`src/rtl/core/drt_pkg.sv`:
```
// shared constants, types and field widths for the difficulty retarget block
package drt_pkg;

  localparam int unsigned CUR_W   = 32;
  localparam int unsigned TIME_W  = 64;
  localparam int unsigned CNT_W   = 16;
  localparam int unsigned HGT_W   = 32;
  localparam int unsigned BTT_W   = 16;
  localparam int unsigned EXP_W   = 32;   // expected window time
  localparam int unsigned CLMP_W  = 34;   // clamped time, at most four times expected
  localparam int unsigned MANT_W  = 24;
  localparam int unsigned PROD_W  = MANT_W + CLMP_W;
  localparam int unsigned QUO_W   = 26;   // quotient is at most four times the mantissa
  localparam int unsigned M_W     = 23;
  localparam int unsigned CFG_A_W = 2;
  localparam int unsigned CFG_D_W = 32;

  localparam logic [M_W-1:0] MANT_MAX = 23'h7fffff;

  localparam logic [BTT_W-1:0] BTT_RST = 16'd600;
  localparam logic [HGT_W-1:0] EPH_RST = 32'd10000;

  localparam logic [CFG_A_W-1:0] CFG_BTT = 2'd0;
  localparam logic [CFG_A_W-1:0] CFG_EPH = 2'd1;

  typedef struct packed {
    logic             bypass;
    logic [CUR_W-1:0] cur;
    logic             lt8;
    logic             gt8;
    logic             dbl;
    logic             hlv;
  } side_t;

endpackage

```
`src/rtl/core/drt_front.sv`:
```
// front stages: window time, expected time, clamp and mantissa product
module drt_front (
  input  logic                      clk,
  input  logic                      rst_n,
  input  logic [drt_pkg::BTT_W-1:0] btt,
  input  logic [drt_pkg::HGT_W-1:0] eph,
  input  logic                      in_valid,
  output logic                      in_ready,
  input  logic [drt_pkg::CUR_W-1:0] in_cur,
  input  logic [drt_pkg::TIME_W-1:0] in_last,
  input  logic [drt_pkg::TIME_W-1:0] in_first,
  input  logic [drt_pkg::CNT_W-1:0] in_count,
  input  logic [drt_pkg::HGT_W-1:0] in_height,
  output logic                      out_valid,
  input  logic                      out_ready,
  output logic [drt_pkg::PROD_W-1:0] out_prod,
  output logic [drt_pkg::EXP_W-1:0] out_den,
  output drt_pkg::side_t            out_side
);
  import drt_pkg::*;

  logic                v1_r, v2_r, v3_r;
  logic                rdy1, rdy2, rdy3;
  logic [CUR_W-1:0]    cur1_r;
  logic [TIME_W-1:0]   el1_r;
  logic [EXP_W-1:0]    exp1_r, exp2_r, exp3_r;
  logic                byp1_r, hl1_r;
  logic [CLMP_W-1:0]   clmp2_r;
  side_t               side2_r, side3_r, side2_nxt;
  logic [PROD_W-1:0]   prod3_r;
  logic [CNT_W-1:0]    cnt_m1;
  logic [TIME_W-1:0]   e64, qtr, fourx, eighth, eightx, half, twox;
  logic [CLMP_W-1:0]   clmp_nxt;

  assign rdy3     = !v3_r || out_ready;
  assign rdy2     = !v2_r || rdy3;
  assign rdy1     = !v1_r || rdy2;
  assign in_ready = rdy1;

  assign cnt_m1 = in_count - CNT_W'(1);

  // stage 2 comparisons against the unclamped time
  assign e64    = TIME_W'(exp1_r);
  assign qtr    = e64 >> 2;
  assign fourx  = e64 << 2;
  assign eighth = e64 >> 3;
  assign eightx = e64 << 3;
  assign half   = e64 >> 1;
  assign twox   = e64 << 1;

  always_comb begin
    if (el1_r < qtr) begin
      clmp_nxt = CLMP_W'(qtr);
    end else if (el1_r > fourx) begin
      clmp_nxt = CLMP_W'(fourx);
    end else begin
      clmp_nxt = el1_r[CLMP_W-1:0];
    end
    side2_nxt.bypass = byp1_r || (exp1_r == '0);
    side2_nxt.cur    = cur1_r;
    side2_nxt.lt8    = el1_r < eighth;
    side2_nxt.gt8    = el1_r > eightx;
    side2_nxt.dbl    = hl1_r && (el1_r < half);
    side2_nxt.hlv    = hl1_r && (el1_r > twox);
  end

  always_ff @(posedge clk) begin
    if (!rst_n) begin
      v1_r <= 1'b0;
      v2_r <= 1'b0;
      v3_r <= 1'b0;
    end else begin
      if (rdy1) v1_r <= in_valid;
      if (rdy2) v2_r <= v1_r;
      if (rdy3) v3_r <= v2_r;
    end
    if (rdy1 && in_valid) begin
      cur1_r <= in_cur;
      el1_r  <= in_last - in_first;
      exp1_r <= EXP_W'(btt) * EXP_W'(cnt_m1);
      byp1_r <= (in_count < CNT_W'(2)) || (in_last <= in_first);
      hl1_r  <= in_height < eph;
    end
    if (rdy2 && v1_r) begin
      clmp2_r <= clmp_nxt;
      side2_r <= side2_nxt;
      exp2_r  <= exp1_r;
    end
    if (rdy3 && v2_r) begin
      prod3_r <= PROD_W'(side2_r.cur[MANT_W-1:0]) * PROD_W'(clmp2_r);
      side3_r <= side2_r;
      exp3_r  <= exp2_r;
    end
  end

  assign out_valid = v3_r;
  assign out_prod  = prod3_r;
  assign out_den   = exp3_r;
  assign out_side  = side3_r;

endmodule

```
`config.mk`:
```
export PLATFORM = sky130hd
export DESIGN_NAME = drt_front
export DESIGN_NICKNAME = d
export VERILOG_FILES = /design/src/rtl/core/drt_pkg.sv /design/src/rtl/core/drt_front.sv
export SDC_FILE = /design/constraint.sdc
export NUM_CORES = 2
export LEC_CHECK = 0
export BUFFER_PORTS_ARGS = -buffer_cell sky130_fd_sc_hd__buf_2
export CORE_UTILIZATION = 30
export CTS_CLUSTER_SIZE = 40
export DETAILED_ROUTE_END_ITERATION = 8
export GPL_TIMING_DRIVEN = 1
export MAX_ROUTING_LAYER = met4
export PLACE_DENSITY = 0.49
export SLEW_MARGIN = 20
export SYNTH_ARGS = -nofsm -noshare
export SYNTH_HDL_FRONTEND = slang
export SYNTH_SLANG_ARGS = --single-unit
```
`constraint.sdc`:
```
create_clock -name clk -period 10.16 [get_ports clk]
set_input_delay 2.032 -clock clk [delete_from_list [all_inputs] [get_ports clk]]
set_output_delay 2.032 -clock clk [all_outputs]
set_load 0.03 [all_outputs]
```
Word-level counts from Yosys, hierarchy flattened
Index checks and enable logic that the tools add are counted.

storage, ports and cells
  logic and storage cells = 54
  output and inout port bits = 129
  bits in registers = 363
  input port bits = 260

cells by class
  $add $sub $neg = 2
  multiply operators = 2
  reductions and logical operators = 14
  muxes and demuxes = 2
  $lt $le $gt $ge = 9

operators by type and width
  cell                                                          count
  greater-than comparator 64 x 33 -> 1 bit                      1
  greater-than comparator 64 x 34 -> 1 bit                      1
  greater-than comparator 64 x 35 -> 1 bit                      1
  <= comparator 64 bit                                          1
  less-than comparator 64 x 29 -> 1 bit                         1
  less-than comparator 64 x 30 -> 1 bit                         1
  less-than comparator 64 x 31 -> 1 bit                         1
  subtractor 64 bit                                             1
  multiplier 24 x 34 -> 58 bit                                  1
  two-way mux 34 bit                                            1
  zero test 32 bit                                              1
  less-than comparator 32 bit                                   1
  multiplier 16 x 16 -> 32 bit                                  1
  two-way mux 30 bit                                            1
  less-than comparator 16 x 2 -> 1 bit (second input constant)  1
  subtractor 16 x 1 -> 16 bit (second input constant)           1
  logical AND 1 bit                                             5
  logical OR 1 bit                                              5
  zero test 1 bit                                               3

Longest topological paths before layout
  depth in word-level cells = 5
  gate-level depth with buffers = 30
  gate-level depth less buffers = 29

Least setup slack after synthesis
OpenSTA, ideal clock, no wires.

  path type = input port to flip-flop
  start = in out_ready
  end = reg clmp2_r[0], enable pin
  slack = -145 ps
  data required time = 9438 ps
  setup time = 722 ps
  arrival = 9583 ps
  path buffers = 0
  cell stages on the path = 2
  cell sequence = nor2b_1 a21boi_0

between the ends
  cells in the longest elaborated chain, start to end = 3

ends and longest elaborated chain
  what                  line             RTL
  start, declared       drt_front.sv:15  input logic out_ready,
  logical OR 1 bit      drt_front.sv:35  assign rdy3 = !v3_r || out_ready;
  logical OR 1 bit      drt_front.sv:36  assign rdy2 = !v2_r || rdy3;
  logical AND 1 bit     drt_front.sv:84  if (rdy2 && v1_r) begin
  end signal, assigned  drt_front.sv:85  clmp2_r <= clmp_nxt;
  end, declared         drt_front.sv:28  logic [CLMP_W-1:0] clmp2_r;

Every way passes these cells.
A chain may end at the register's enable or synchronous reset.

Final worst setup path
  start = reg clmp2_r[10]
  end = reg prod3_r[41], in the netlist out_prod[41], data pin

between the ends
  cells in the longest elaborated chain, start to end = 1

ends and longest elaborated chain
  what                          line             RTL
  multiplier 24 x 34 -> 58 bit  drt_front.sv:90  prod3_r <= PROD_W'(side2_r.cur[MANT_W-1:0]) * PROD_W'(clmp2_r);
  end signal, assigned          drt_front.sv:90
  end, declared                 drt_front.sv:30  logic [PROD_W-1:0] prod3_r;

Every way passes these cells.

==> results.toml <==
[global_route]
grt_max_degree = 66
grt.overflow.total = 0
grt_pass1_vias = 43900
grt_first_pass_wirelength_mm = 269
track_usage_pct = 19.7
grt_antenna_before_repair = 5

[critical_path]
start_kind = "flip-flop"
crit_top_cell = "fa_1"
path_cells = "buf_4 > nand2_1 > fa_1 > inv_1 > fa_1 > fa_1 > inv_1 > fa_1 > inv_1 > ha_1 > inv_1 > fa_1 > inv_1 > fa_1 > ha_1 > a2111o_1 > or2_1 > o211ai_1 > nand2_1 > a21boi_0 > o21ai_0 > a21oi_1 > o21ai_0 > xor2_1"
rr_endpoint = "out_prod[41]$_DFFE_PP_"
endpoint_kind = "flip-flop"
cpPeakStageDelay_ps = 1170
critical_path_buf_inv_count = 6
crit_family = "adder cells"
crit_required_ps = 10570
critPathSlowestCell = "edfxtp_1"
crit_type = "flip-flop to flip-flop"
worstReg2RegStart = "clmp2_r[10]$_DFFE_PP_"
critPathArrivalTime_ps = 9500
reg2reg_depth = 24
rrSetupSlack_ps = 1070
crit_fanout = 15

[cts]
htree_levels = 2
cts_tree = "built"
postCtsSetupBuffers = 0
cts_resized = 0
cts_buffers = 49
cts_buffer_depth = 3
clk_latency_ps = 670
cts_num_sinks = 363
clk_pin_slew_ps = 70
postCtsHoldBufs = 0
clockRootBuffer = "clkbuf_16"

[placed_design]
pre_cts_slack_ps = 450
place.port_buffers = 388
place_congestion = 0.954
dp_hpwl_mm = 140

[floorplanning]
die_w_um = 431
io_pins = 389
dieHeight_um = 431
initial_core_util_pct = 30.4
core_um2 = 182000
rows = 156
dieArea_um2 = 185000

[detailed_routing]
drt_iter0_markers = 2403
dr.pass1.iters = 6
drt-total-wl_mm = 176
ant_nets = 0
drc_errors = 0
wl_per_cell_um = 20.8
dr_total_vias = 40600
avgViaCountPerCell = 4.82

[synth]
async_flop_share_pct = 0
yosys_register_bits = 363
ys_seq_area_share_pct = 19.7
yosysWarnings = 0
synth_top_area_cell = "fa_1"
synth.most_common_cell = "inv_1"
synthCells = 5694
ys_types = 76
synth_top_area_share_pct = 32.6
synth_area_leaders = "fa_1 33%, edfxtp_1 20%, ha_1 13%"
syn_avg_cell_area_um2 = 9.68
ys_top_cells_by_count = "1144 x inv_1, 897 x fa_1, 807 x nand2_1, 567 x ha_1, 360 x edfxtp_1"
synth_ff_type = "edfxtp_1"
syn_nets = 7418
netlist_area_um2 = 55100
synth_edf_count = 360

[hold_path]
min_from = "cur1_r[0]$_DFFE_PP_"
hold_end = "side2_r[4]$_DFFE_PP_"
whs_path_depth = 0
hold_path_class = "flip-flop to flip-flop"

[timing]
fin_setup_tns_ps = 0
slew_headroom_pct = 17.7
clock_skew_ps = 36.2
hold_viol = 0
timing.hold.ws_ps = 405
setup_ws_ps = 1070
rsz0062_at_grt = "no"
min_period_over_period_pct = 89.4
max_freq_mhz = 110
slew_violations = 0
fin_crit_ps = 9090
finalSetupViolations = 0
worst_slew_pin_slew_ps = 1230

[job]
cap_violations = 0

[final_layout]
drive_gt1_share_pct = 10.0
n_fill_cell = 18800
nets = 7738
syn_to_final_growth_pct = 12.0

[status]
outcome = "complete, no violations"
## worst reg2reg max path: cells and delay by family, from the launching register on
family          cells  cell delay (ps)
buf+inv             6              630
xor+xnor            1              180
simple gates        3              560
flops               1             1170
fa+ha+maj           8             3660
compound gates      6             2610
## how the worst max path moves through the flow
stage	to	depth (start not counted)	from
after floorplan	byp1_r$_DFFE_PP_	2	out_ready
after global placement	exp1_r[31]$_DFFE_PP_	28	in_count[4]
after detailed placement	exp1_r[28]$_DFFE_PP_	25	in_count[4]
after CTS	exp1_r[28]$_DFFE_PP_	25	in_count[4]
after global routing	exp1_r[30]$_DFFE_PP_	25	in_count[4]
final	out_prod[41]$_DFFE_PP_	24	clmp2_r[10]$_DFFE_PP_
## state kept, by name (all words and copies together) (netlist names)
register   count
v2_r           1
el1_r         64
out_valid      1
out_prod      58
exp2_r        32
byp1_r         1
exp1_r        32
cur1_r        32
out_side      37
v1_r           1
hl1_r          1
side2_r       37
clmp2_r       34
out_den       32
## cell usage in the layout (no fill, tap or decap), types with 8 or more instances in the layout
cell / synthesis / routed
inv_1: 1144 / 1144
fa_1: 897 / 897
nand2_1: 807 / 806
ha_1: 567 / 567
buf_2: 7 / 388
edfxtp_1: 360 / 360
and2_1: 356 / 356
a21oi_1: 222 / 222
a21o_1: 152 / 152
o21ai_0: 119 / 119
nor2_1: 113 / 113
buf_4: 3 / 107
xnor2_1: 101 / 101
nand4_1: 81 / 81
mux2i_1: 60 / 60
xor2_1: 51 / 51
nor2b_1: 50 / 49
clkbuf_16: 0 / 49
nand2b_1: 46 / 46
nor3_1: 36 / 36
nand3_1: 30 / 30
o21a_1: 29 / 29
nor4_1: 26 / 26
o21bai_1: 26 / 26
a211oi_1: 14 / 14
a31oi_1: 14 / 13
or3_1: 12 / 12
o31ai_1: 12 / 12
a221oi_1: 11 / 11
o211ai_1: 11 / 11
clkinv_1: 1 / 8
a21boi_0: 9 / 8
and3_1: 8 / 8
## stage by stage
step           instance area [um2]  utilization (%)  instances
2_1_floorplan                55100                -       5694
3_3_place_gp                 60100             33.1       8331
3_5_place_dp                 60100             33.1       8332
4_1_cts                      61700             34.0       8423
5_1_grt                      61700             34.0       8425
6_report                     61700             34.0       8427
## kinds of logic after synthesis
logic type	share of synthesized area (%)
AOI/OAI and AO/OA	8.06
xor gates and xnor gates	2.42
adders and majority gates	45.5
buffers and inverters	9.43
DFF	19.7
muxes	1.13
and+or+nand+nor	13.8
## routing by layer
layer	wire (um)	GRT usage [%]
met1	76300	24.9
met2	85800	33.1
met3	7450	2.01
met4	6000	6.12
met5	0	-
## area by class of cell
| cell class | count | area [um2] | share of cell area [%] |
|---|---|---|---|
| repair buffers | 502 | 2890 | 4.68 |
| flip-flops and latches | 363 | 10900 | 17.6 |
| multi-input cells | 3953 | 39100 | 63.3 |
| inverters | 1145 | 4300 | 6.96 |
| diodes | 3 | 7.51 | 0.0122 |
| clock inverters | 35 | 374 | 0.606 |
| well taps | 2370 | 2970 | 4.80 |
| clock buffers | 56 | 1250 | 2.03 |
Power is left out: the tool's default activity adds up to more than one toggle a clock period on the data nets, which glitch-free logic cannot reach.
