<file path="config.mk">
export PLATFORM = sky130hd
export DESIGN_NAME = drt_div_stage
export DESIGN_NICKNAME = d
export VERILOG_FILES = /design/src/rtl/core/drt_pkg.sv /design/src/rtl/core/drt_div_stage.sv
export SDC_FILE = /design/constraint.sdc
export NUM_CORES = 1
export LEC_CHECK = 0
export ABC_AREA = 1
export ABC_CLOCK_PERIOD_IN_PS = 14100
export BUFFER_PORTS_ARGS = -buffer_cell sky130_fd_sc_hd__buf_2
export CAP_MARGIN = 20
export CORE_MARGIN = 5
export CORE_UTILIZATION = 52
export CTS_CLUSTER_DIAMETER = 120
export DETAILED_ROUTE_END_ITERATION = 7
export GPL_TIMING_DRIVEN = 1
export PLACE_DENSITY = 0.85
export SYNTH_ARGS = -nofsm -noshare
export SYNTH_HDL_FRONTEND = slang
export SYNTH_SLANG_ARGS = --single-unit
export TNS_END_PERCENT = 1
</file>
<file path="constraint.sdc">
create_clock -name clk -period 14.1 [get_ports clk]
set_clock_uncertainty 0.15 [all_clocks]
set_input_delay 2.82 -clock clk [delete_from_list [all_inputs] [get_ports clk]]
set_output_delay 2.82 -clock clk [all_outputs]
set_load 0.05 [all_outputs]
</file>
<file path="src/rtl/core/drt_pkg.sv">
// shared constants, types and field widths for the difficulty retarget block
package drt_pkg;

  localparam int unsigned CUR_W   = 32;
  localparam int unsigned TIME_W  = 64;
  localparam int unsigned CNT_W   = 16;
  localparam int unsigned HGT_W   = 32;
  localparam int unsigned BTT_W   = 16;
  localparam int unsigned EXP_W   = 32;   // expected window time
  localparam int unsigned CLMP_W  = 34;   // clamped time, at most four times expected
  localparam int unsigned MANT_W  = 24;
  localparam int unsigned PROD_W  = MANT_W + CLMP_W;
  localparam int unsigned QUO_W   = 26;   // quotient is at most four times the mantissa
  localparam int unsigned M_W     = 23;
  localparam int unsigned CFG_A_W = 2;
  localparam int unsigned CFG_D_W = 32;

  localparam logic [M_W-1:0] MANT_MAX = 23'h7fffff;

  localparam logic [BTT_W-1:0] BTT_RST = 16'd600;
  localparam logic [HGT_W-1:0] EPH_RST = 32'd10000;

  localparam logic [CFG_A_W-1:0] CFG_BTT = 2'd0;
  localparam logic [CFG_A_W-1:0] CFG_EPH = 2'd1;

  typedef struct packed {
    logic             bypass;
    logic [CUR_W-1:0] cur;
    logic             lt8;
    logic             gt8;
    logic             dbl;
    logic             hlv;
  } side_t;

endpackage

</file>
<file path="src/rtl/core/drt_div_stage.sv">
// one restoring division step with its pipeline register
module drt_div_stage #(
  parameter int unsigned SHIFT = 0
) (
  input  logic                       clk,
  input  logic                       rst_n,
  input  logic                       in_valid,
  output logic                       in_ready,
  input  logic [drt_pkg::PROD_W-1:0] in_rem,
  input  logic [drt_pkg::QUO_W-1:0]  in_quo,
  input  logic [drt_pkg::EXP_W-1:0]  in_den,
  input  drt_pkg::side_t             in_side,
  output logic                       out_valid,
  input  logic                       out_ready,
  output logic [drt_pkg::PROD_W-1:0] out_rem,
  output logic [drt_pkg::QUO_W-1:0]  out_quo,
  output logic [drt_pkg::EXP_W-1:0]  out_den,
  output drt_pkg::side_t             out_side
);
  import drt_pkg::*;

  logic              v_r;
  logic [PROD_W-1:0] rem_r, den_sh;
  logic [QUO_W-1:0]  quo_r;
  logic [EXP_W-1:0]  den_r;
  side_t             side_r;
  logic              ge;

  assign in_ready = !v_r || out_ready;
  assign den_sh   = PROD_W'(in_den) << SHIFT;
  assign ge       = in_rem >= den_sh;

  always_ff @(posedge clk) begin
    if (!rst_n) begin
      v_r <= 1'b0;
    end else if (in_ready) begin
      v_r <= in_valid;
    end
    if (in_ready && in_valid) begin
      rem_r  <= ge ? (in_rem - den_sh) : in_rem;
      quo_r  <= in_quo | (QUO_W'(ge) << SHIFT);
      den_r  <= in_den;
      side_r <= in_side;
    end
  end

  assign out_valid = v_r;
  assign out_rem   = rem_r;
  assign out_quo   = quo_r;
  assign out_den   = den_r;
  assign out_side  = side_r;

endmodule

</file>
# Word-level counts from Yosys, hierarchy flattened
# Index checks and enable logic that the tools add are counted.
[word_totals]
mem_count = 0
reg_bits = 154
ramBits = 0
latchBits = 0
romBits = 0
out_inout_bits = 155
[op_classes]
bitwise_logic = 1
n_addsub = 1
muxes = 1
n_eq_ne = 0
magnitude_cmp = 1
shifts = 0
n_mul = 0
reduce_logical = 3
div_mod_pow = 0
[ops]
columns = ["op", "n"]
rows = [
  ["greater-or-equal comparator 58 x 32 -> 1 bit", 1],
  ["2-to-1 mux 58 bit", 1],
  ["subtractor 58 x 32 -> 58 bit", 1],
  ["OR 26 x 1 -> 26 bit", 1],
  ["logical AND 1 bit", 1],
  ["logical NOT 1 bit", 1],
  ["logical OR 1 bit", 1],
]

# Depth between registers and ports, before layout
# Gate-level depths: netlist of the first run.
[logic_depth]
ltp_word = 3
depth_mapped = 16

# Worst setup path after synthesis of the first run
# No wires, ideal clock.
[synth_timing]
path_type = "input to register"
start = "input in_valid"
end = "register den_r[0] (netlist: out_den[0]) (enable)"
n_path_buf = 0
arrival_ns = 10.215
path_slack_ns = 3.020
required_time_ns = 13.235
path_stages = 2
cell_sequence = "inv_1 a21oi_1"
[synth_between]
elab_chain_len = 1
[synth_rtl]
columns = ["item", "line_no", "source"]
rows = [
  ["start: declaration", "drt_div_stage.sv:7", "input logic in_valid,"],
  ["logical AND 1 bit", "drt_div_stage.sv:39", "if (in_ready && in_valid) begin"],
  ["end signal: assignment", "drt_div_stage.sv:42", "den_r <= in_den;"],
  ["end: declaration", "drt_div_stage.sv:25", "logic [EXP_W-1:0] den_r;"],
]
# No other way between the ends.
# A chain may end at the register's enable or synchronous reset.

# Worst setup path in the final report of the first run
[layout_timing]
start = "input out_ready"
end = "output in_ready"
[layout_between]
elab_chain_len = 1
[layout_rtl]
columns = ["item", "line_no", "source"]
rows = [
  ["start: declaration", "drt_div_stage.sv:14", "input logic out_ready,"],
  ["logical OR 1 bit", "drt_div_stage.sv:29", "assign in_ready = !v_r || out_ready;"],
  ["end: declaration", "drt_div_stage.sv:8", "output logic in_ready,"],
]
# No other way between the ends.

==> summary.txt, run 1 <==
Status
  – Outcome: finished clean

Route
  – ANT nets after route: 0
  – Wire per inst: 17.0 um
  – Wire length reported by the detailed router: 30000 um
  – Detail-routed via count per cell: 5.01
  – Residual DRC: 0
  – DR iter-0 viols: 591
  – Detailed-router iteration count before antenna repair: 5
  – Vias: 8831

Timing
  – Peak Freq: 159 MHz
  – Pins over their slew limit: 0
  – Hold_ws: 0.447 ns
  – PnR worst setup slack: 7.80 ns
  – Clock period minus final worst setup slack: 6.30 ns
  – Worst rel slew slack: 50.1%
  – RSZ-0062 raised after global routing: no
  – Period utilisation layout: 44.7%
  – Worst Tran Pin Value: 0.745 ns
  – Final-report hold violation count: 0
  – Final setup viols: 0
  – Total negative slack for setup checks: 0 ns

Worst setup path
  – CP max stage cell: sky130_fd_sc_hd__buf_2
  – Maximum cell stage delay along the critical path: 0.22 ns
  – Crit start category: input pin
  – Setup crit end kind: output pin
  – Depth of the worst register-to-register path: 3
  – Reg2reg start: out_valid
  – Required time reported for the critical path endpoint: 11.13 ns
  – Chain of cells forming the critical path: buf_2, inv_1, nand2_1, buf_2
  – Most numerous cell on the critical path: sky130_fd_sc_hd__buf_2
  – Arrival time worst endpoint: 3.33 ns
  – Crit-path max FO: 2
  – WS Path Type: input pin to output pin
  – Crit Reg-Reg Endpoint: out_rem[46]
  – Internal reg-to-reg setup slack: 11.83 ns

Worst hold path
  – Type of the most critical hold path: flop to flop
  – Launch instance of the worst min-delay path: out_valid
  – Worst hold path endpoint: out_valid
  – Worst hold path stage count: 2

Synthesis
  – Cell Area, Synth: 9340 um2
  – Distinct cell type count of the synthesized netlist: 33
  – Average instance area after synthesis: 7.83 um2
  – Most area-hungry cell type in the Yosys netlist: sky130_fd_sc_hd__edfxtp_1
  – Yosys synthesis warning count: 0
  – Portion of the post-synthesis area used by sequential elements: 49.4%
  – Post-Synthesis Net Count: 1383
  – Top area cells in the synthesized netlist: sky130_fd_sc_hd__edfxtp_1, sky130_fd_sc_hd__nand2_1, sky130_fd_sc_hd__inv_1
  – Post-synthesis sequential element count: 154
  – Proportion of netlist area held by the largest area contributor: 49.2%
  – Post-Syn Instances: 1193

Finish
  – Number of nets in the finished design: 1708
  – Filler-free cell count of the finished design: 1762
  – Most frequent cells in the layout: sky130_fd_sc_hd__nand2_1, sky130_fd_sc_hd__buf_2, sky130_fd_sc_hd__inv_1
  – Leading cell type in the layout, fill and taps excluded: sky130_fd_sc_hd__nand2_1
  – Area taken by flip-flops and latches: 4610 um2
  – Fraction of final layout cells with drive strength greater than 1: 25.0%
  – P&R area growth vs syn: 26.0%
  – Footprint of the multi-input gates: 3830 um2
  – FILL cells: 1574

Power and ir drop
  – Power Density: 118 nW/um2
  – Leakage power summed over all cells: 5.99 nW
  – Largest voltage drop on the vdd net: 0.0833 mV

Placed design
  – IO buf count: 311
  – Inst Count DP: 1728
  – DPL Wire Length: 24500 um
  – Worst slack at placement: 7.80 ns
  – Final Wtd Congestion: 0.960

Global routing
  – Overall track demand over capacity in global routing: 28.2%
  – Largest net degree at the start of global routing: 58
  – Number of global-route vias before repair: 8490
  – Residual overflow from global routing: 0
  – Initial antenna violation count: 4
  – Global-route wire length before repair: 44500 um

Clock network
  – Root buffer selected by CTS: sky130_fd_sc_hd__clkbuf_16
  – Clock buffers created by TritonCTS: 17
  – TritonCTS clock tree: yes
  – Max H-tree Level: 4
  – Clock buffer depth: 2
  – Clock transition at the registers of the reported paths: 0.07 ns
  – Cts hold-fix bufs: 0
  – Gates resized, CTS repair: 0
  – Clock sink count: 154
  – Number of buffers inserted to repair setup after CTS: 0
  – Clock latency at the later pin of the worst-skew pair: 0.42 ns

Floorplanning
  – Die ar.: 20700 um2
  – Y dimension of the die: 144 um
  – Boundary pin count: 312
  – Core area: 17800 um2
  – Std cell rows: 49
  – Starting Density: 52.4%
  – Floorplan die width: 144 um

Job
  – Number of maximum-capacitance violations: 0
-- layer usage --
metal / up-vias / routed length [um] / track usage (%)
met5: - / 34 / 0
met2: 357 / 14700 / 48.7
met1: 4025 / 11900 / 35.1
met4: 4 / 905 / 9.91
met3: 51 / 2520 / 5.75
li1: 4394 / - / -
-- critical path, delay by kind of cell --
family,cells,cell delay [ns]
buffers and inverters,3,0.40
AND/OR/NAND/NOR,1,0.09
-- synthesized netlist by cell type --
cell	count
sky130_fd_sc_hd__nor3_2	2
sky130_fd_sc_hd__nand3_2	3
sky130_fd_sc_hd__fa_1	1
sky130_fd_sc_hd__o21ai_0	8
sky130_fd_sc_hd__xnor2_1	1
sky130_fd_sc_hd__nand3_1	47
sky130_fd_sc_hd__a21oi_4	1
sky130_fd_sc_hd__inv_2	10
sky130_fd_sc_hd__inv_1	213
sky130_fd_sc_hd__nand2_1	464
sky130_fd_sc_hd__ha_1	32
sky130_fd_sc_hd__nand2_2	7
sky130_fd_sc_hd__or2_2	1
sky130_fd_sc_hd__nand4_1	15
sky130_fd_sc_hd__xor2_1	24
sky130_fd_sc_hd__a21boi_0	1
sky130_fd_sc_hd__buf_4	3
sky130_fd_sc_hd__edfxtp_1	153
sky130_fd_sc_hd__a21oi_2	1
sky130_fd_sc_hd__or2_1	1
sky130_fd_sc_hd__a21oi_1	41
sky130_fd_sc_hd__dfxtp_1	1
sky130_fd_sc_hd__nor2_4	3
sky130_fd_sc_hd__buf_6	3
sky130_fd_sc_hd__nor2_2	8
sky130_fd_sc_hd__clkinv_1	1
sky130_fd_sc_hd__nand3b_1	16
sky130_fd_sc_hd__nor2_1	111
sky130_fd_sc_hd__buf_2	3
sky130_fd_sc_hd__o21bai_1	3
sky130_fd_sc_hd__nor3_1	13
sky130_fd_sc_hd__and2_1	1
sky130_fd_sc_hd__nor4_1	1
-- registers in the layout, summed over array words and instances, names as in the netlist --
signal / count
out_den: 32
out_side: 37
out_valid: 1
out_rem: 58
out_quo: 26
-- where the power goes --
group	internal, mW	switching, mW	leakage, nW
Sequential	0.547	0.00790	1.49
Combinational	0.0888	0.262	4.21
Clock	0.269	0.208	0.298
-- how the worst max path moves through the flow --
stage,start,end,slack (ns),cells past startpoint
global placement,out_ready,in_ready,7.82,4
finish,out_ready,in_ready,7.80,4
global route,out_ready,in_ready,7.78,4
CTS,out_ready,in_ready,7.80,4
detailed placement,out_ready,in_ready,7.80,4
floorplan,in_valid,out_den[0],3.02,2
-- cell type report --
cell class              instances  share of cell area (%)
well taps                     229                    2.43
inverters                     224                    7.14
repair buffers                315                    13.5
diodes                          2                  0.0425
flip-flops and latches        154                    39.2
clock inverters                14                    1.53
clock buffers                  18                    3.65
multi-input cells             806                    32.5
-- cell families (layout without fill, tap and decap cells) --
group	count (synthesis)	in the layout	synth area share [%]
AND/OR/NAND/NOR	693	693	30.8
XOR/XNOR	25	25	2.34
other	0	2	0
adder cells (fa/ha/maj)	33	33	4.50
AO/OA/AOI/OAI	55	55	3.21
buffers and inverters	233	571	9.76
flip-flops	154	154	49.4
-- stage by stage --
stage	utilization, %	total power, mW	instance area [um2]
6_report	66.0	1.38	11800
5_1_grt	66.0	1.44	11800
4_1_cts	65.9	1.39	11800
3_5_place_dp	62.5	0.915	11200
3_3_place_gp	62.5	0.908	11200
2_1_floorplan	-	0.816	9340
Power figures use the tool's default switching activity.
==> inputs of run 2 (changes only) <==
--- a/config.mk
+++ b/config.mk
@@ -6,15 +6,15 @@
 export NUM_CORES = 1
 export LEC_CHECK = 0
 export ABC_AREA = 1
-export ABC_CLOCK_PERIOD_IN_PS = 14100
+export ABC_CLOCK_PERIOD_IN_PS = 5200
 export BUFFER_PORTS_ARGS = -buffer_cell sky130_fd_sc_hd__buf_2
 export CAP_MARGIN = 20
 export CORE_MARGIN = 5
-export CORE_UTILIZATION = 52
+export CORE_UTILIZATION = 47
 export CTS_CLUSTER_DIAMETER = 120
 export DETAILED_ROUTE_END_ITERATION = 7
 export GPL_TIMING_DRIVEN = 1
-export PLACE_DENSITY = 0.85
+export PLACE_DENSITY = 0.81
 export SYNTH_ARGS = -nofsm -noshare
 export SYNTH_HDL_FRONTEND = slang
 export SYNTH_SLANG_ARGS = --single-unit
==> constraint.sdc (replaced) <==
create_clock -name clk -period 5.2 [get_ports clk]
set_clock_uncertainty 0.15 [all_clocks]
set_input_delay 1.04 -clock clk [delete_from_list [all_inputs] [get_ports clk]]
set_output_delay 1.04 -clock clk [all_outputs]
set_load 0.05 [all_outputs]
==> run 2 against run 1 <==
  * Clock power grew to 2.6 times the previous value
  * Sequential power grew to 2.7 times the previous value
  * Flip-flop and latch count is the same
  * Die area grew 9.9%
  * Clock-buffer cell count shrank 1
  * Routed wire length grew 3.5%
  * Cell area grew 0.35%
  * Via count shrank 0.48%
  * Worst setup slack lost 5.9 ns
  * Critical path type is now input pin to flop
  * Critical endpoint is now out_rem[56]
==> summary.txt, run 2 (synthesis gave the netlist of run 1 again) <==
Timing
  – Pins over their slew limit: 0 (unchanged)
  – Peak Freq: 300 MHz
  – Period utilisation layout: 64.2%
  – Clock period minus final worst setup slack: 3.34 ns
  – Final-report hold violation count: 0 (unchanged)
  – RSZ-0062 raised after global routing: no
  – PnR worst setup slack: 1.86 ns (-5.94 ns)
  – Final setup viols: 0 (unchanged)
  – Total negative slack for setup checks: 0 ns (unchanged)
  – Worst rel slew slack: 47.8% (-2.4 points)
  – Worst Tran Pin Value: 0.782 ns (+0.0361 ns)

Clock network
  – Clock latency at the later pin of the worst-skew pair: 0.43 ns (about the same)
  – Clock buffer depth: 2 (unchanged)
  – Number of buffers inserted to repair setup after CTS: 0 (unchanged)
  – Clock buffers created by TritonCTS: 17 (unchanged)
  – Gates resized, CTS repair: 0 (unchanged)
  – Clock sink count: 154 (unchanged)
  – Clock transition at the registers of the reported paths: 0.07 ns (about the same)
  – Max H-tree Level: 4 (unchanged)
  – TritonCTS clock tree: yes
  – Cts hold-fix bufs: 0 (unchanged)
  – Root buffer selected by CTS: sky130_fd_sc_hd__clkbuf_16

Worst setup path
  – CP max stage cell: sky130_fd_sc_hd__a21oi_4
  – CP bufs+invs: 4 (+1)
  – Crit-path max FO: 29 (+27)
  – CP startpoint: in_den[20]
  – Reg2reg start: out_valid
  – Family of cells with the greatest summed delay on the critical path: compound AO/OA/AOI/OAI gates
  – WS Path Type: input pin to flop
  – Chain of cells forming the critical path: buf_2, inv_1, ha_1, nand2_2, inv_2, nand2_1, nand3_1, a21oi_1, nand3_2, a21oi_4, buf_12, a21oi_1
  – Most numerous cell on the critical path: sky130_fd_sc_hd__a21oi_1
  – Required time reported for the critical path endpoint: 5.23 ns (-5.90 ns)
  – Maximum cell stage delay along the critical path: 0.67 ns (+0.45 ns)
  – Arrival time worst endpoint: 3.37 ns (+0.04 ns)
  – Setup crit end kind: flop
  – Crit start category: input pin

Finish
  – Footprint of the multi-input gates: 3830 um2 (unchanged)
  – Flip-flop count of the largest register, all copies and words added: 58 (unchanged)
  – P&R area growth vs syn: 26.4%
  – Number of nets in the finished design: 1707 (-0.059%)
  – Area taken by flip-flops and latches: 4610 um2 (unchanged)
  – FILL cells: 1808 (+15%)
  – Fraction of final layout cells with drive strength greater than 1: 25.0% (about the same)
  – Leading cell type in the layout, fill and taps excluded: sky130_fd_sc_hd__nand2_1
  – Most frequent cells in the layout: sky130_fd_sc_hd__nand2_1, sky130_fd_sc_hd__buf_2, sky130_fd_sc_hd__inv_1

Placed design
  – DPL Wire Length: 25800 um (+5.3%)
  – Worst slack at placement: 1.38 ns (-6.42 ns)
  – Final Wtd Congestion: 0.967 (+0.71%)
  – IO buf count: 311 (unchanged)

Floorplanning
  – Y dimension of the die: 151 um (+4.8%)
  – Core area: 19500 um2 (+9.4%)
  – Std cell rows: 51 (+4.1%)
  – Die ar.: 22800 um2 (+9.9%)
  – Floorplan die width: 151 um (+4.8%)
  – Boundary pin count: 312 (unchanged)
  – Starting Density: 47.8% (-4.5 points)

Route
  – Residual DRC: 0 (unchanged)
  – ANT nets after route: 0 (unchanged)
  – DR iter-0 viols: 681 (+15%)
  – Wire length reported by the detailed router: 31000 um (+3.5%)
  – Detailed-router iteration count before antenna repair: 5 (unchanged)
  – Vias: 8789 (-0.48%)
  – Wire per inst: 17.3 um (+1.6%)
  – Detail-routed via count per cell: 4.89 (-2.4%)

Power and ir drop
  – Largest voltage drop on the vdd net: 0.231 mV (+180%)
  – Final Total Pwr: 3.72 mW (+170%)
  – Leakage power summed over all cells: 5.99 nW (about the same)
  – Power Density: 315 nW/um2 (+170%)

Status
  – Outcome: finished clean

Job
  – Number of maximum-capacitance violations: 0 (unchanged)

Global routing
  – Largest net degree at the start of global routing: 103 (+78%)
  – Global-route wire length before repair: 46300 um (+3.9%)
  – Residual overflow from global routing: 0 (unchanged)
  – Number of global-route vias before repair: 8557 (+0.79%)
  – Initial antenna violation count: 1 (-3)
  – Overall track demand over capacity in global routing: 27.0% (-1.2 points)

Worst hold path
  – Launch instance of the worst min-delay path: out_valid
  – Type of the most critical hold path: flop to flop
run 2: changes by cell type in the layout (fill, tap and decap cells not counted), sizes merged:
| cell | before | now |
|---|---|---|
| inv | 229 | 233 |
| bufinv | 2 | 0 |
| buf | 315 | 314 |
| clkbuf | 18 | 17 |
| clkinv | 7 | 6 |
| diode | 2 | 1 |
run 2: final timing paths:
check                                   end  slack, ns  depth (start not counted)
worst min register to register    out_valid       0.42                          2
worst max-delay path            out_rem[56]       1.86                         12
worst max register to register  out_rem[45]       3.48                          2
worst min-delay path              out_valid       0.42                          2
run 2: power by group:
| part | switching (mW) | internal (mW) |
|---|---|---|
| combinational | 0.714 | 0.241 |
| sequential | 0.0215 | 1.48 |
| clock | 0.607 | 0.649 |
| total | 1.34 | 2.37 |
run 2: stage by stage:
step / area, um2 / utilization [%] / hold WS [ns] / cells
final: 11800 / 60.5 / 0.420 / 1796
after global routing: 11800 / 60.5 / 0.461 / 1796
after CTS: 11800 / 60.5 / 0.424 / 1795
after detailed placement: 11200 / 57.4 / 0.413 / 1763
after global placement: 11200 / 57.4 / 0.383 / 1763
after floorplan: 9350 / - / 0.989 / 1193
run 2: metal layers:
| layer | track usage (%) | routed length, um | vias to the layer above |
|---|---|---|---|
| met5 | 0 | 0 | - |
| met3 | 6.22 | 2700 | 48 |
| met2 | 47.5 | 15300 | 375 |
| met1 | 32.5 | 12200 | 3966 |
| li1 | - | - | 4400 |
| met4 | 9.20 | 839 | 0 |
run 2: tightest hold or removal path, stage by stage (launching register included):
cell and delay (ns):
sky130_fd_sc_hd__dfxtp_1 0.35, sky130_fd_sc_hd__nand2_1 0.10, sky130_fd_sc_hd__a21boi_0 0.08
run 2: area by class of cell:
type	instances	share of cell area [%]
diodes	1	0.0212
repair buffers	314	13.6
clock buffers	17	3.60
flip-flops and latches	154	39.1
inverters	224	7.12
multi-input cells	806	32.4
clock inverters	15	1.40
well taps	265	2.81
==> inputs of run 3 (changes only) <==
--- a/config.mk
+++ b/config.mk
@@ -6,7 +6,7 @@
 export NUM_CORES = 1
 export LEC_CHECK = 0
 export ABC_AREA = 1
-export ABC_CLOCK_PERIOD_IN_PS = 5200
+export ABC_CLOCK_PERIOD_IN_PS = 3000
 export BUFFER_PORTS_ARGS = -buffer_cell sky130_fd_sc_hd__buf_2
 export CAP_MARGIN = 20
 export CORE_MARGIN = 5
==> constraint.sdc (replaced) <==
create_clock -name clk -period 3 [get_ports clk]
set_clock_uncertainty 0.15 [all_clocks]
set_input_delay 0.6 -clock clk [delete_from_list [all_inputs] [get_ports clk]]
set_output_delay 0.6 -clock clk [all_outputs]
set_load 0.05 [all_outputs]
==> run 3 against run 2 <==
  * Global-route usage hardly changed
  * Critical endpoint is now out_rem[38]
  * Worst setup slack worse by 1.5 ns
  * Critical path type unchanged
  * Routed wire length is 0.27% higher
  * Cell count is 1.9% higher
  * Power is 77% higher
==> summary.txt, run 3 (synthesis gave the netlist of run 1 again) <==
Status
  – Outcome: finished clean

Finish
  – Leading cell type in the layout, fill and taps excluded: sky130_fd_sc_hd__nand2_1
  – Number of nets in the finished design: 1741 (+2.0%)
  – FILL cells: 1793 (-0.83%)
  – Most frequent cells in the layout: sky130_fd_sc_hd__nand2_1, sky130_fd_sc_hd__buf_2, sky130_fd_sc_hd__inv_1
  – Area taken by flip-flops and latches: 4620 um2 (about the same)
  – P&R area growth vs syn: 30.0%
  – Post-Route Utilization: 62.2% (+1.7 points)
  – Fraction of final layout cells with drive strength greater than 1: 26.8% (+1.8 points)
  – Footprint of the multi-input gates: 3830 um2 (unchanged)
  – Flip-flop count of the largest register, all copies and words added: 58 (unchanged)
  – Filler-free cell count of the finished design: 1831 (+1.9%)

Global routing
  – Global-route wire length before repair: 46600 um (+0.66%)
  – Number of global-route vias before repair: 8588 (+0.36%)
  – Residual overflow from global routing: 0 (unchanged)
  – Overall track demand over capacity in global routing: 27.0% (about the same)
  – Largest net degree at the start of global routing: 57 (-45%)
  – Initial antenna violation count: 2 (+1)

Clock network
  – Clock sink count: 154 (unchanged)
  – TritonCTS clock tree: yes
  – Clock buffer depth: 2 (unchanged)
  – Max H-tree Level: 4 (unchanged)
  – Clock transition at the registers of the reported paths: 0.07 ns (about the same)
  – Gates resized, CTS repair: 0 (unchanged)
  – Root buffer selected by CTS: sky130_fd_sc_hd__clkbuf_16
  – Cts hold-fix bufs: 0 (unchanged)
  – Number of buffers inserted to repair setup after CTS: 0 (unchanged)
  – Clock buffers created by TritonCTS: 17 (unchanged)
  – Clock latency at the later pin of the worst-skew pair: 0.42 ns (about the same)

Power and ir drop
  – Clock power frac: 34.4% (+0.6 points)
  – Power Density: 542 nW/um2 (+72%)
  – Switching fraction of total power: 34.7% (-1.4 points)
  – Final Total Pwr: 6.59 mW (+77%)
  – Sequential cell fraction of total power: 39.6% (-0.9 points)
  – Leakage power summed over all cells: 6.18 nW (+3.1%)
  – Net switching power: 2.29 mW (+70%)
  – Cell-internal power: 4.30 mW (+81%)
  – Largest voltage drop on the vdd net: 0.376 mV (+63%)
  – Share of power burned in combinational logic: 26.0% (+0.3 points)

Floorplanning
  – Starting Density: 47.8% (unchanged)
  – Floorplan die width: 151 um (unchanged)
  – Core area: 19500 um2 (unchanged)
  – Y dimension of the die: 151 um (unchanged)
  – Die ar.: 22800 um2 (unchanged)
  – Std cell rows: 51 (unchanged)
  – Boundary pin count: 312 (unchanged)

Worst setup path
  – Arrival time worst endpoint: 2.83 ns (-0.54 ns)
  – Internal reg-to-reg setup slack: 1.48 ns (-2.00 ns)
  – WS Path Type: input pin to flop
  – Setup crit end kind: flop
  – Most numerous cell on the critical path: sky130_fd_sc_hd__nand2_1
  – Reg2reg start: out_valid
  – CP bufs+invs: 3 (-1)
  – Crit Reg-Reg Endpoint: out_side[10]
  – Crit path capture: out_rem[38]
  – Crit-path max FO: 4 (-86%)
  – Chain of cells forming the critical path: buf_2, inv_1, ha_1, fa_1, inv_1, nand3_1, nand3_1, nand2_1, nand2_1, nand2_1, nand3b_1, a21oi_1, or2_2, nand2_1
  – Depth of the worst register-to-register path: 2 (unchanged)
  – CP startpoint: in_rem[0]
  – CP max stage cell: sky130_fd_sc_hd__fa_1
  – Crit start category: input pin
  – Number of cells on the critical path: 14 (+2)
  – Required time reported for the critical path endpoint: 3.15 ns (-2.08 ns)
  – Family of cells with the greatest summed delay on the critical path: simple AND/OR/NAND/NOR gates
  – Maximum cell stage delay along the critical path: 0.41 ns (-0.26 ns)

Placed design
  – IO buf count: 311 (unchanged)
  – Worst slack at placement: -0.110 ns (-1.49 ns)
  – Inst Count DP: 1797 (+1.9%)
  – Final Wtd Congestion: 0.962 (-0.54%)
  – DPL Wire Length: 26000 um (+1.0%)

Route
  – Wire per inst: 17.0 um (-1.6%)
  – ANT nets after route: 0 (unchanged)
  – Residual DRC: 0 (unchanged)
  – Detail-routed via count per cell: 4.86 (-0.62%)
  – Highest Signal Layer: met4
  – Wire length reported by the detailed router: 31100 um (+0.27%)
  – Total routed wire length on the met1 layer: 12500 um (+2.8%)
  – DR iter-0 viols: 553 (-19%)
  – DR WL met2: 15600 um (+1.8%)
  – Met3 Routed Length: 2340 um (-14%)
  – Vias: 8905 (+1.3%)
  – Detailed-router iteration count before antenna repair: 5 (unchanged)

Timing
  – Worst rel slew slack: 70.9% (+23 points)
  – Peak Freq: 373 MHz
  – Period utilisation layout: 89.4%
  – Clock period minus final worst setup slack: 2.68 ns
  – PnR worst setup slack: 0.318 ns (-1.54 ns)
  – RSZ-0062 raised after global routing: no
  – Pins over their slew limit: 0 (unchanged)
  – Final-report hold violation count: 0 (unchanged)
  – Worst Tran Pin Value: 0.436 ns (-0.346 ns)
  – Final setup viols: 0 (unchanged)

Worst hold path
  – Type of the most critical hold path: input pin to flop
  – Launch instance of the worst min-delay path: in_quo[9]

Job
  – Number of maximum-capacitance violations: 0 (unchanged)
## run 3: cell types whose count changed in the layout (fill, tap and decap cells not counted), moves of 3 or more
cell / delta
sky130_fd_sc_hd__buf_12: +4
sky130_fd_sc_hd__buf_4: +30
sky130_fd_sc_hd__inv_6: +3
sky130_fd_sc_hd__inv_8: -4
## run 3: cell type report
type / count / share of cell area [%]
diodes: 2 / 0.0412
clock buffers: 18 / 3.53
clock inverters: 14 / 1.45
inverters: 224 / 7.03
multi-input cells: 806 / 31.5
flip-flops and latches: 154 / 38.0
well taps: 265 / 2.73
repair buffers: 348 / 15.7
## run 3: worst min-delay path by stage
stage	end	slack (ns)	depth (start not counted)
finish	out_quo[9]	0.20	1
global route	out_side[5]	0.18	1
CTS	out_side[11]	0.19	1
detailed placement	out_valid	0.38	2
global placement	out_valid	0.36	2
floorplan	out_den[0]	0.55	0
## run 3: worst reg2reg max path, stage by stage (launching register included)
cell                      delay, ns
sky130_fd_sc_hd__dfxtp_2       0.34
sky130_fd_sc_hd__a21oi_4       0.35
sky130_fd_sc_hd__buf_12        0.33
## run 3: layer usage
layer  vias to the layer above  track usage (%)
met3                        48             5.51
li1                       4464                -
met4                         0             7.12
met2                       318             48.3
met1                      4075             33.2
met5                         -                0
## run 3: stage by stage
stage	cell area, um2	hold slack, ns	TNS [ns]
2_1_floorplan	9370	0.549	-109.89
3_3_place_gp	11500	0.360	-0.140
3_5_place_dp	11500	0.382	-0.372
4_1_cts	12100	0.186	0
5_1_grt	12100	0.178	0
6_report	12100	0.197	0
## run 3: power groups by stage
stage | combinational (mW) | clock [mW] | sequential [mW]
6_report | 1.71 | 2.26 | 2.61
5_1_grt | 1.84 | 2.40 | 2.62
4_1_cts | 1.71 | 2.30 | 2.61
3_5_place_dp | 1.71 | 0 | 2.66
3_3_place_gp | 1.69 | 0 | 2.66
2_1_floorplan | 0.596 | 0 | 3.22
